<file path="src/sv/ncds_div_cell.sv">
// One restoring-division step: produces quotient bit BIT
module ncds_div_cell #(
   parameter int unsigned NW  = 30,
   parameter int unsigned DW  = 30,
   parameter int unsigned SW  = 1,
   parameter int unsigned BIT = 0
) (
   input  logic          clock,
   input  logic          reset,
   input  logic          in_valid,
   input  logic [NW-1:0] in_num,
   input  logic [DW-1:0] in_den,
   input  logic [NW-1:0] in_quo,
   input  logic [DW-1:0] in_rem,
   input  logic [SW-1:0] in_side,
   output logic          out_valid,
   output logic [NW-1:0] out_num,
   output logic [DW-1:0] out_den,
   output logic [NW-1:0] out_quo,
   output logic [DW-1:0] out_rem,
   output logic [SW-1:0] out_side
);
   logic          valid_ff;
   logic [NW-1:0] num_ff, quo_ff, quo_in;
   logic [DW-1:0] den_ff, rem_ff, rem_in;
   logic [SW-1:0] side_ff;
   logic [DW:0]   trial, diff;
   logic          ge;

   // shift in the next numerator bit and try the subtract
   always_comb begin
      trial  = {in_rem, in_num[BIT]};
      diff   = trial - {1'b0, in_den};
      ge     = (trial >= {1'b0, in_den});
      rem_in = ge ? diff[DW-1:0] : trial[DW-1:0];
      quo_in = in_quo;
      quo_in[BIT] = ge;
   end

   always_ff @(posedge clock) begin
      if (reset) begin
         valid_ff <= 1'b0;
      end else begin
         valid_ff <= in_valid;
      end
   end

   always_ff @(posedge clock) begin
      num_ff  <= in_num;
      den_ff  <= in_den;
      quo_ff  <= quo_in;
      rem_ff  <= rem_in;
      side_ff <= in_side;
   end

   assign out_valid = valid_ff;
   assign out_num   = num_ff;
   assign out_den   = den_ff;
   assign out_quo   = quo_ff;
   assign out_rem   = rem_ff;
   assign out_side  = side_ff;
endmodule

</file>
<file path="src/sv/ncds_divider.sv">
// Pipelined divider: a row of NW cells, one quotient bit per cell, MSB first
module ncds_divider #(
   parameter int unsigned NW = 30,
   parameter int unsigned DW = 30,
   parameter int unsigned SW = 1
) (
   input  logic          clock,
   input  logic          reset,
   input  logic          in_valid,
   input  logic [NW-1:0] in_num,
   input  logic [DW-1:0] in_den,
   input  logic [SW-1:0] in_side,
   output logic          out_valid,
   output logic [NW-1:0] out_quo,
   output logic [DW-1:0] out_den,
   output logic [SW-1:0] out_side
);
   logic [NW:0]         v_s;
   logic [NW:0][NW-1:0] num_s;
   logic [NW:0][DW-1:0] den_s;
   logic [NW:0][NW-1:0] quo_s;
   logic [NW:0][DW-1:0] rem_s;
   logic [NW:0][SW-1:0] side_s;

   assign v_s[0]    = in_valid;
   assign num_s[0]  = in_num;
   assign den_s[0]  = in_den;
   assign quo_s[0]  = '0;
   assign rem_s[0]  = '0;
   assign side_s[0] = in_side;

   for (genvar i = 0; i < NW; i++) begin : g_cell
      ncds_div_cell #(.NW(NW), .DW(DW), .SW(SW), .BIT(NW-1-i)) u_cell (
         .clock    (clock),
         .reset    (reset),
         .in_valid (v_s[i]),
         .in_num   (num_s[i]),
         .in_den   (den_s[i]),
         .in_quo   (quo_s[i]),
         .in_rem   (rem_s[i]),
         .in_side  (side_s[i]),
         .out_valid(v_s[i+1]),
         .out_num  (num_s[i+1]),
         .out_den  (den_s[i+1]),
         .out_quo  (quo_s[i+1]),
         .out_rem  (rem_s[i+1]),
         .out_side (side_s[i+1])
      );
   end

   assign out_valid = v_s[NW];
   assign out_quo   = quo_s[NW];
   assign out_den   = den_s[NW];
   assign out_side  = side_s[NW];
endmodule

</file>
<file path="config.mk">
export PLATFORM = sky130hd
export DESIGN_NAME = ncds_divider
export DESIGN_NICKNAME = d
export VERILOG_FILES = /design/src/sv/ncds_div_cell.sv /design/src/sv/ncds_divider.sv
export SDC_FILE = /design/constraint.sdc
export NUM_CORES = 2
export LEC_CHECK = 0
export BUFFER_PORTS_ARGS = -buffer_cell sky130_fd_sc_hd__buf_2
export CAP_MARGIN = 15
export CORE_MARGIN = 2
export CORE_UTILIZATION = 50
export CTS_CLUSTER_DIAMETER = 50
export DETAILED_ROUTE_END_ITERATION = 16
export PLACE_DENSITY = 0.68
export SLEW_MARGIN = 20
export SYNTH_ARGS = -nofsm -noshare
export SYNTH_HDL_FRONTEND = slang
export SYNTH_SLANG_ARGS = --single-unit
</file>
<file path="constraint.sdc">
create_clock -name clock -period 3.2 [get_ports clock]
set_clock_uncertainty 0.15 [all_clocks]
set_input_delay 0.16 -clock clock [delete_from_list [all_inputs] [get_ports clock]]
set_output_delay 0.16 -clock clock [all_outputs]
set_load 0.02 [all_outputs]
</file>
### Word-level counts from Yosys, hierarchy flattened

Cells that the tools add are included.

| word-level totals | value |
|---|---|
| register bits | 2730 |
| bits in latches | 0 |
| bits in writable memories | 0 |
| bits in read-only memories | 0 |
| bits of input ports | 64 |
| output and inout port bits | 62 |
| logic and storage cells | 267 |
| memories kept | 0 |

| operators by class | value |
|---|---|
| add/sub/neg operators | 29 |
| multiply operators | 0 |
| divide/modulo/power cells | 0 |
| order comparisons | 30 |
| equality and inequality tests | 0 |
| shift-type cells | 0 |
| muxes and demuxes | 29 |
| bitwise operators | 0 |
| reduce and logical (&&, ||, !) cells | 0 |

Operators by type and width:

| cell | number |
|---|---|
| 31-bit by 30-bit greater-or-equal comparator with 1-bit output | 29 |
| 30-bit two-way mux | 28 |
| 30-bit subtractor | 28 |
| 1-bit by 30-bit greater-or-equal comparator with 1-bit output | 1 |
| 1-bit by 30-bit subtractor with 30-bit output | 1 |
| 1-bit two-way mux | 1 |

### Longest topological paths before layout

| logic depth | value |
|---|---|
| depth in word-level cells | 2 |
| depth in mapped cells | 14 |
| mapped depth without buffers | 13 |

### Cells and area by module

From an unflattened synthesis, not the netlist that was laid out.

| second synthesis, totals | value |
|---|---|
| cells, all modules | 14108 |
| area total of the unflattened synthesis | 142960.9 µm² |

Modules (own cells, without submodules):

| module | instances | cells each | area each (µm²) |
|---|---|---|---|
| ncds_div_cell at g_cell[12].u_cell ... | 22 | 470 | 4769.6 |
| ncds_div_cell at g_cell[0].u_cell ... | 7 | 478 | 4753.3 |
| ncds_div_cell at g_cell[1].u_cell | 1 | 421 | 4753.3 |
| ncds_divider | 1 | 1 | 3.8 |

### Worst setup path before layout

No wires, ideal clock.

| path | value |
|---|---|
| path kind | reg2reg |
| from | register g_cell[10].u_cell.den_ff[2] |
| to | register g_cell[11].u_cell.rem_ff[10] |
| setup time | 0.121 ns |
| arrival time | 3.001 ns |
| setup slack | -0.073 ns |
| cell stages (with the launch flop) | 14 |
| period minus slack after synthesis | 3.273 ns |
| cells stage by stage | dfxtp_1 inv_1 ha_1 o21ai_1 a21oi_2 nor4_4 o31ai_2 a2111oi_4 nor3_2 a211oi_2 o21ai_2 a2111oi_4 buf_6 mux2_4 |

| between the ends | value |
|---|---|
| word-level cells in the longest chain between the ends | 2 |
| elaborated cells on any way between the ends | 3 |
| those cells by class | add/sub (1); order compare (1); mux (1) |

RTL lines:

| item | line | RTL |
|---|---|---|
| from (decl) | ncds_div_cell.sv:25 | `logic [DW-1:0] den_ff, rem_ff, rem_in;` |
| from (signal assigned) | ncds_div_cell.sv:50 | `den_ff <= in_den;` |
| 30-bit subtractor or 31-bit by 30-bit greater-or-equal comparator with 1-bit output (tied branches) | ncds_div_cell.sv:33, ncds_div_cell.sv:34 |  |
| 30-bit two-way mux * | ncds_div_cell.sv:35 | `rem_in = ge ? diff[DW-1:0] : trial[DW-1:0];` |
| net g_cell[11].u_cell.rem_in[10] | ncds_div_cell.sv:25 |  |
| to (signal assigned) | ncds_div_cell.sv:52 | `rem_ff <= rem_in;` |
| to (decl) | ncds_div_cell.sv:25 |  |

Mark *: on every way through the listed nets, which the timed path passes. The rest lies on a longest branch.
A chain may end at the register's enable or synchronous reset.

### Worst setup path after layout

| path | value |
|---|---|
| from | register g_cell[5].u_cell.den_ff[1] |
| to | register g_cell[6].u_cell.rem_ff[6] |

| between the ends | value |
|---|---|
| word-level cells in the longest chain between the ends | 2 |
| elaborated cells on any way between the ends | 3 |
| those cells by class | add/sub (1); order compare (1); mux (1) |

RTL lines:

| item | line |
|---|---|
| from (decl) | ncds_div_cell.sv:25 |
| from (signal assigned) | ncds_div_cell.sv:50 |
| 30-bit subtractor or 31-bit by 30-bit greater-or-equal comparator with 1-bit output (tied branches) | ncds_div_cell.sv:33, ncds_div_cell.sv:34 |
| 30-bit two-way mux * | ncds_div_cell.sv:35 |
| net g_cell[6].u_cell.rem_in[6] | ncds_div_cell.sv:25 |
| to (signal assigned) | ncds_div_cell.sv:52 |
| to (decl) | ncds_div_cell.sv:25 |

Marks and branches as above.

==> results.json <==
{
  "period_share": 1.12,
  "h-tree-depth": 5,
  "p_leak_nw": 68.9,
  "synth_cells": 10808,
  "most-common-layout-cells": "2,522 x dfxtp_1, 1,288 x buf_4, 1,043 x inv_1",
  "die-width_um": 474,
  "synth_flop_cell": "dfxtp_1",
  "max_freq_mhz": 280,
  "fp.dieH_um": 474,
  "end_kind": "register",
  "setup_ws_ns": -0.369,
  "synth_area_leader_cell": "dfxtp_1",
  "hold_path.class": "in2reg",
  "final_max_slew_viol_count": 0,
  "die_area_um2": 225000,
  "start_util": 0.503,
  "place_hpwl_um": 205000,
  "preCtsSetupSlack_ns": -0.472,
  "r2r_cells": 14,
  "core-area_um2": 220000,
  "clockBufferDepth": 4,
  "critical_path_class": "reg2reg",
  "slew_headroom": 0.550,
  "regToRegSetupSlack_ns": -0.37,
  "synthArstFlopShare": 0,
  "postPlaceCellArea_um2": 123000,
  "yosys.area.top_type_share": 0.494,
  "synth-seq-cells": 2730,
  "rr_endpoint": "g_cell[6].u_cell.out_rem[6]",
  "place_congestion": 0.920,
  "min_to": "g_cell[29].u_cell.out_valid",
  "cap_viol_max_count": 0,
  "synth_edf_count": 0,
  "grt_pass1_wl_um": 444000,
  "drt_pass1_iterations": 8,
  "ys.warnings.count": 0,
  "crit_arrival_ns": 4.18,
  "rsz0062_at_grt": "true",
  "p_per_area_nw_per_um2": 707,
  "violations": "negative setup slack",
  "tns_ns": -25.30,
  "hp-start": "reset",
  "grt_usage": 0.244,
  "portBuffers": 125,
  "route.vias.total": 83117,
  "clock_latency_ns": 0.93,
  "finalCriticalPeriod_ns": 3.57,
  "route.detailed.drc": 0,
  "cts_tree": "built",
  "synth.net_count": 11772,
  "clkSinkCount": 2730,
  "layout_commonest_cell": "dfxtp_1",
  "holdPathStages": 3,
  "drt_iter0_markers": 4637,
  "wl_per_cell_um": 18.3,
  "rows": 172,
  "power.total_w": 0.102,
  "synth_cell_type_count": 103,
  "synth_area_per_cell_um2": 10.2,
  "root_buffer": "clkbuf_16",
  "stdcell_area_um2": 145000,
  "viasPerCell": 5.26,
  "areaGrowthSynthToFinish_pct": 30.8,
  "finalNetCount": 13576,
  "status": "finished, violations left",
  "cp-start-kind": "register",
  "overflow": 0,
  "first_global_vias": 84371,
  "path_max_fanout": 6,
  "wl_um": 288000,
  "antenna_found_initial": 7,
  "cts-buffers-inserted": 313,
  "clk_pin_slew_worst_paths_ns": 0.06,
  "synth_area_um2": 111000,
  "grt_max_degree": 43,
  "ys_seq_area_frac": 0.494,
  "rr_startpoint": "g_cell[5].u_cell.out_den[1]",
  "tightestPinTransition_ns": 0.669,
  "ioPinCount": 126,
  "drive_above_1_share": 0.284,
  "cp.required_ns": 3.81,
  "hold_viol_final": 0,
  "vdd.ir_drop.worst_uv": 472,
  "postRouteAntennaNets": 0,
  "finalSetupViolCount": 274,
  "yosys-top-cells-area": "dfxtp_1 49%, ha_1 9.9%, mux2_2 5.4%, a21oi_1 3.8%, inv_1 3.7%",
  "nFillCells": 16844
}
worst max-delay path, cell delays in order, from the launching register on:
cell	delay [ns]
dfxtp_2	0.33
inv_2	0.05
ha_4	0.23
nor2b_4	0.13
o31a_1	0.29
o32ai_2	0.29
o211ai_1	0.20
a221oi_2	0.40
o21ai_2	0.13
a21oi_4	0.25
o41ai_4	0.18
a21oi_4	0.18
buf_12	0.17
buf_12	0.15
mux2_4	0.31
per-layer routing:
metal	wire (um)	track usage	share of wire
met5	34	0	0.00012
met4	10700	0.0902	0.037
met3	11100	0.0326	0.039
met2	146000	0.444	0.50
met1	121000	0.291	0.42
power breakdown:
part           switching, W  internal (W)
Clock                0.0140        0.0212
Sequential          0.00195        0.0370
Combinational        0.0135        0.0147
metrics by stage:
step | cells | utilization | hold WS (ns)
after global placement | 14784 | 0.559 | 0.114
final | 15790 | 0.658 | 0.0689
after floorplan | 10808 | - | 0.0377
after CTS | 15675 | 0.638 | 0.0172
after detailed placement | 14784 | 0.559 | 0.114
after global routing | 15790 | 0.658 | 0.0941
worst max path at each step:
stage	slack [ns]	cells past startpoint	to	from
detailed placement	-0.47	13	g_cell[6].u_cell.out_rem[10]	g_cell[5].u_cell.out_den[1]
global placement	-0.55	13	g_cell[6].u_cell.out_rem[10]	g_cell[5].u_cell.out_den[1]
finish	-0.37	14	g_cell[6].u_cell.out_rem[6]	g_cell[5].u_cell.out_den[1]
global route	-0.44	14	g_cell[6].u_cell.out_rem[2]	g_cell[5].u_cell.out_den[1]
CTS	-0.32	15	g_cell[6].u_cell.out_rem[24]	g_cell[5].u_cell.out_den[1]
floorplan	0.004	13	g_cell[16].u_cell.out_rem[22]	g_cell[15].u_cell.out_den[4]
sequential cells by signal, summed over array words and instances (netlist names):
register and cells:
g_cell.u_cell.out_den 900, g_cell.u_cell.out_num 435, g_cell.u_cell.out_quo 465, g_cell.u_cell.out_rem 870
g_cell.u_cell.out_side 30, g_cell.u_cell.out_valid 30
cells in the mapped netlist (128+ instances only):
cell,instances
dfxtp_1,2730
inv_1,1104
ha_1,872
a21oi_1,841
nor2_1,576
mux2_2,530
nand2_1,480
xnor2_1,464
a21o_1,393
o21ai_0,372
xor2_1,237
nand3_1,175
nor2b_1,149
clkbuf_1,128
cell type report:
cell class | instances | area [um^2] | area share
Multi-Input combinational cell | 6735 | 56600 | 0.391
Clock inverter | 132 | 1620 | 0.0112
Antenna cell | 2 | 5.00 | 0.0000346
Timing Repair Buffer | 1727 | 15000 | 0.104
Tap cell | 2958 | 3700 | 0.0256
Sequential cell | 2730 | 55000 | 0.380
Clock buffer | 401 | 8630 | 0.0596
Inverter | 1105 | 4150 | 0.0287
cells by family (layout without fill, tap and decap cells):
| family | after synthesis | after routing | synth area share |
|---|---|---|---|
| buffers and inverters | 1344 | 3365 | 0.0483 |
| other | 0 | 2 | 0 |
| multiplexers | 631 | 631 | 0.0643 |
| flip-flops | 2730 | 2730 | 0.494 |
| AND/OR/NAND/NOR | 2062 | 2062 | 0.0915 |
| XOR/XNOR | 701 | 701 | 0.0555 |
| adder cells (fa/ha/maj) | 900 | 900 | 0.104 |
| AO/OA/AOI/OAI | 2440 | 2441 | 0.143 |
timing repair:
action	4_1_cts	5_1_grt
resized for setup	805	794
endpoints found under the setup margin	708	809
hold buffers	126	0
hold endpoints to repair	121	0
pin swaps	287	333
cloned	41	24
buffers inserted	197	115
Power figures use the tool's default switching activity.
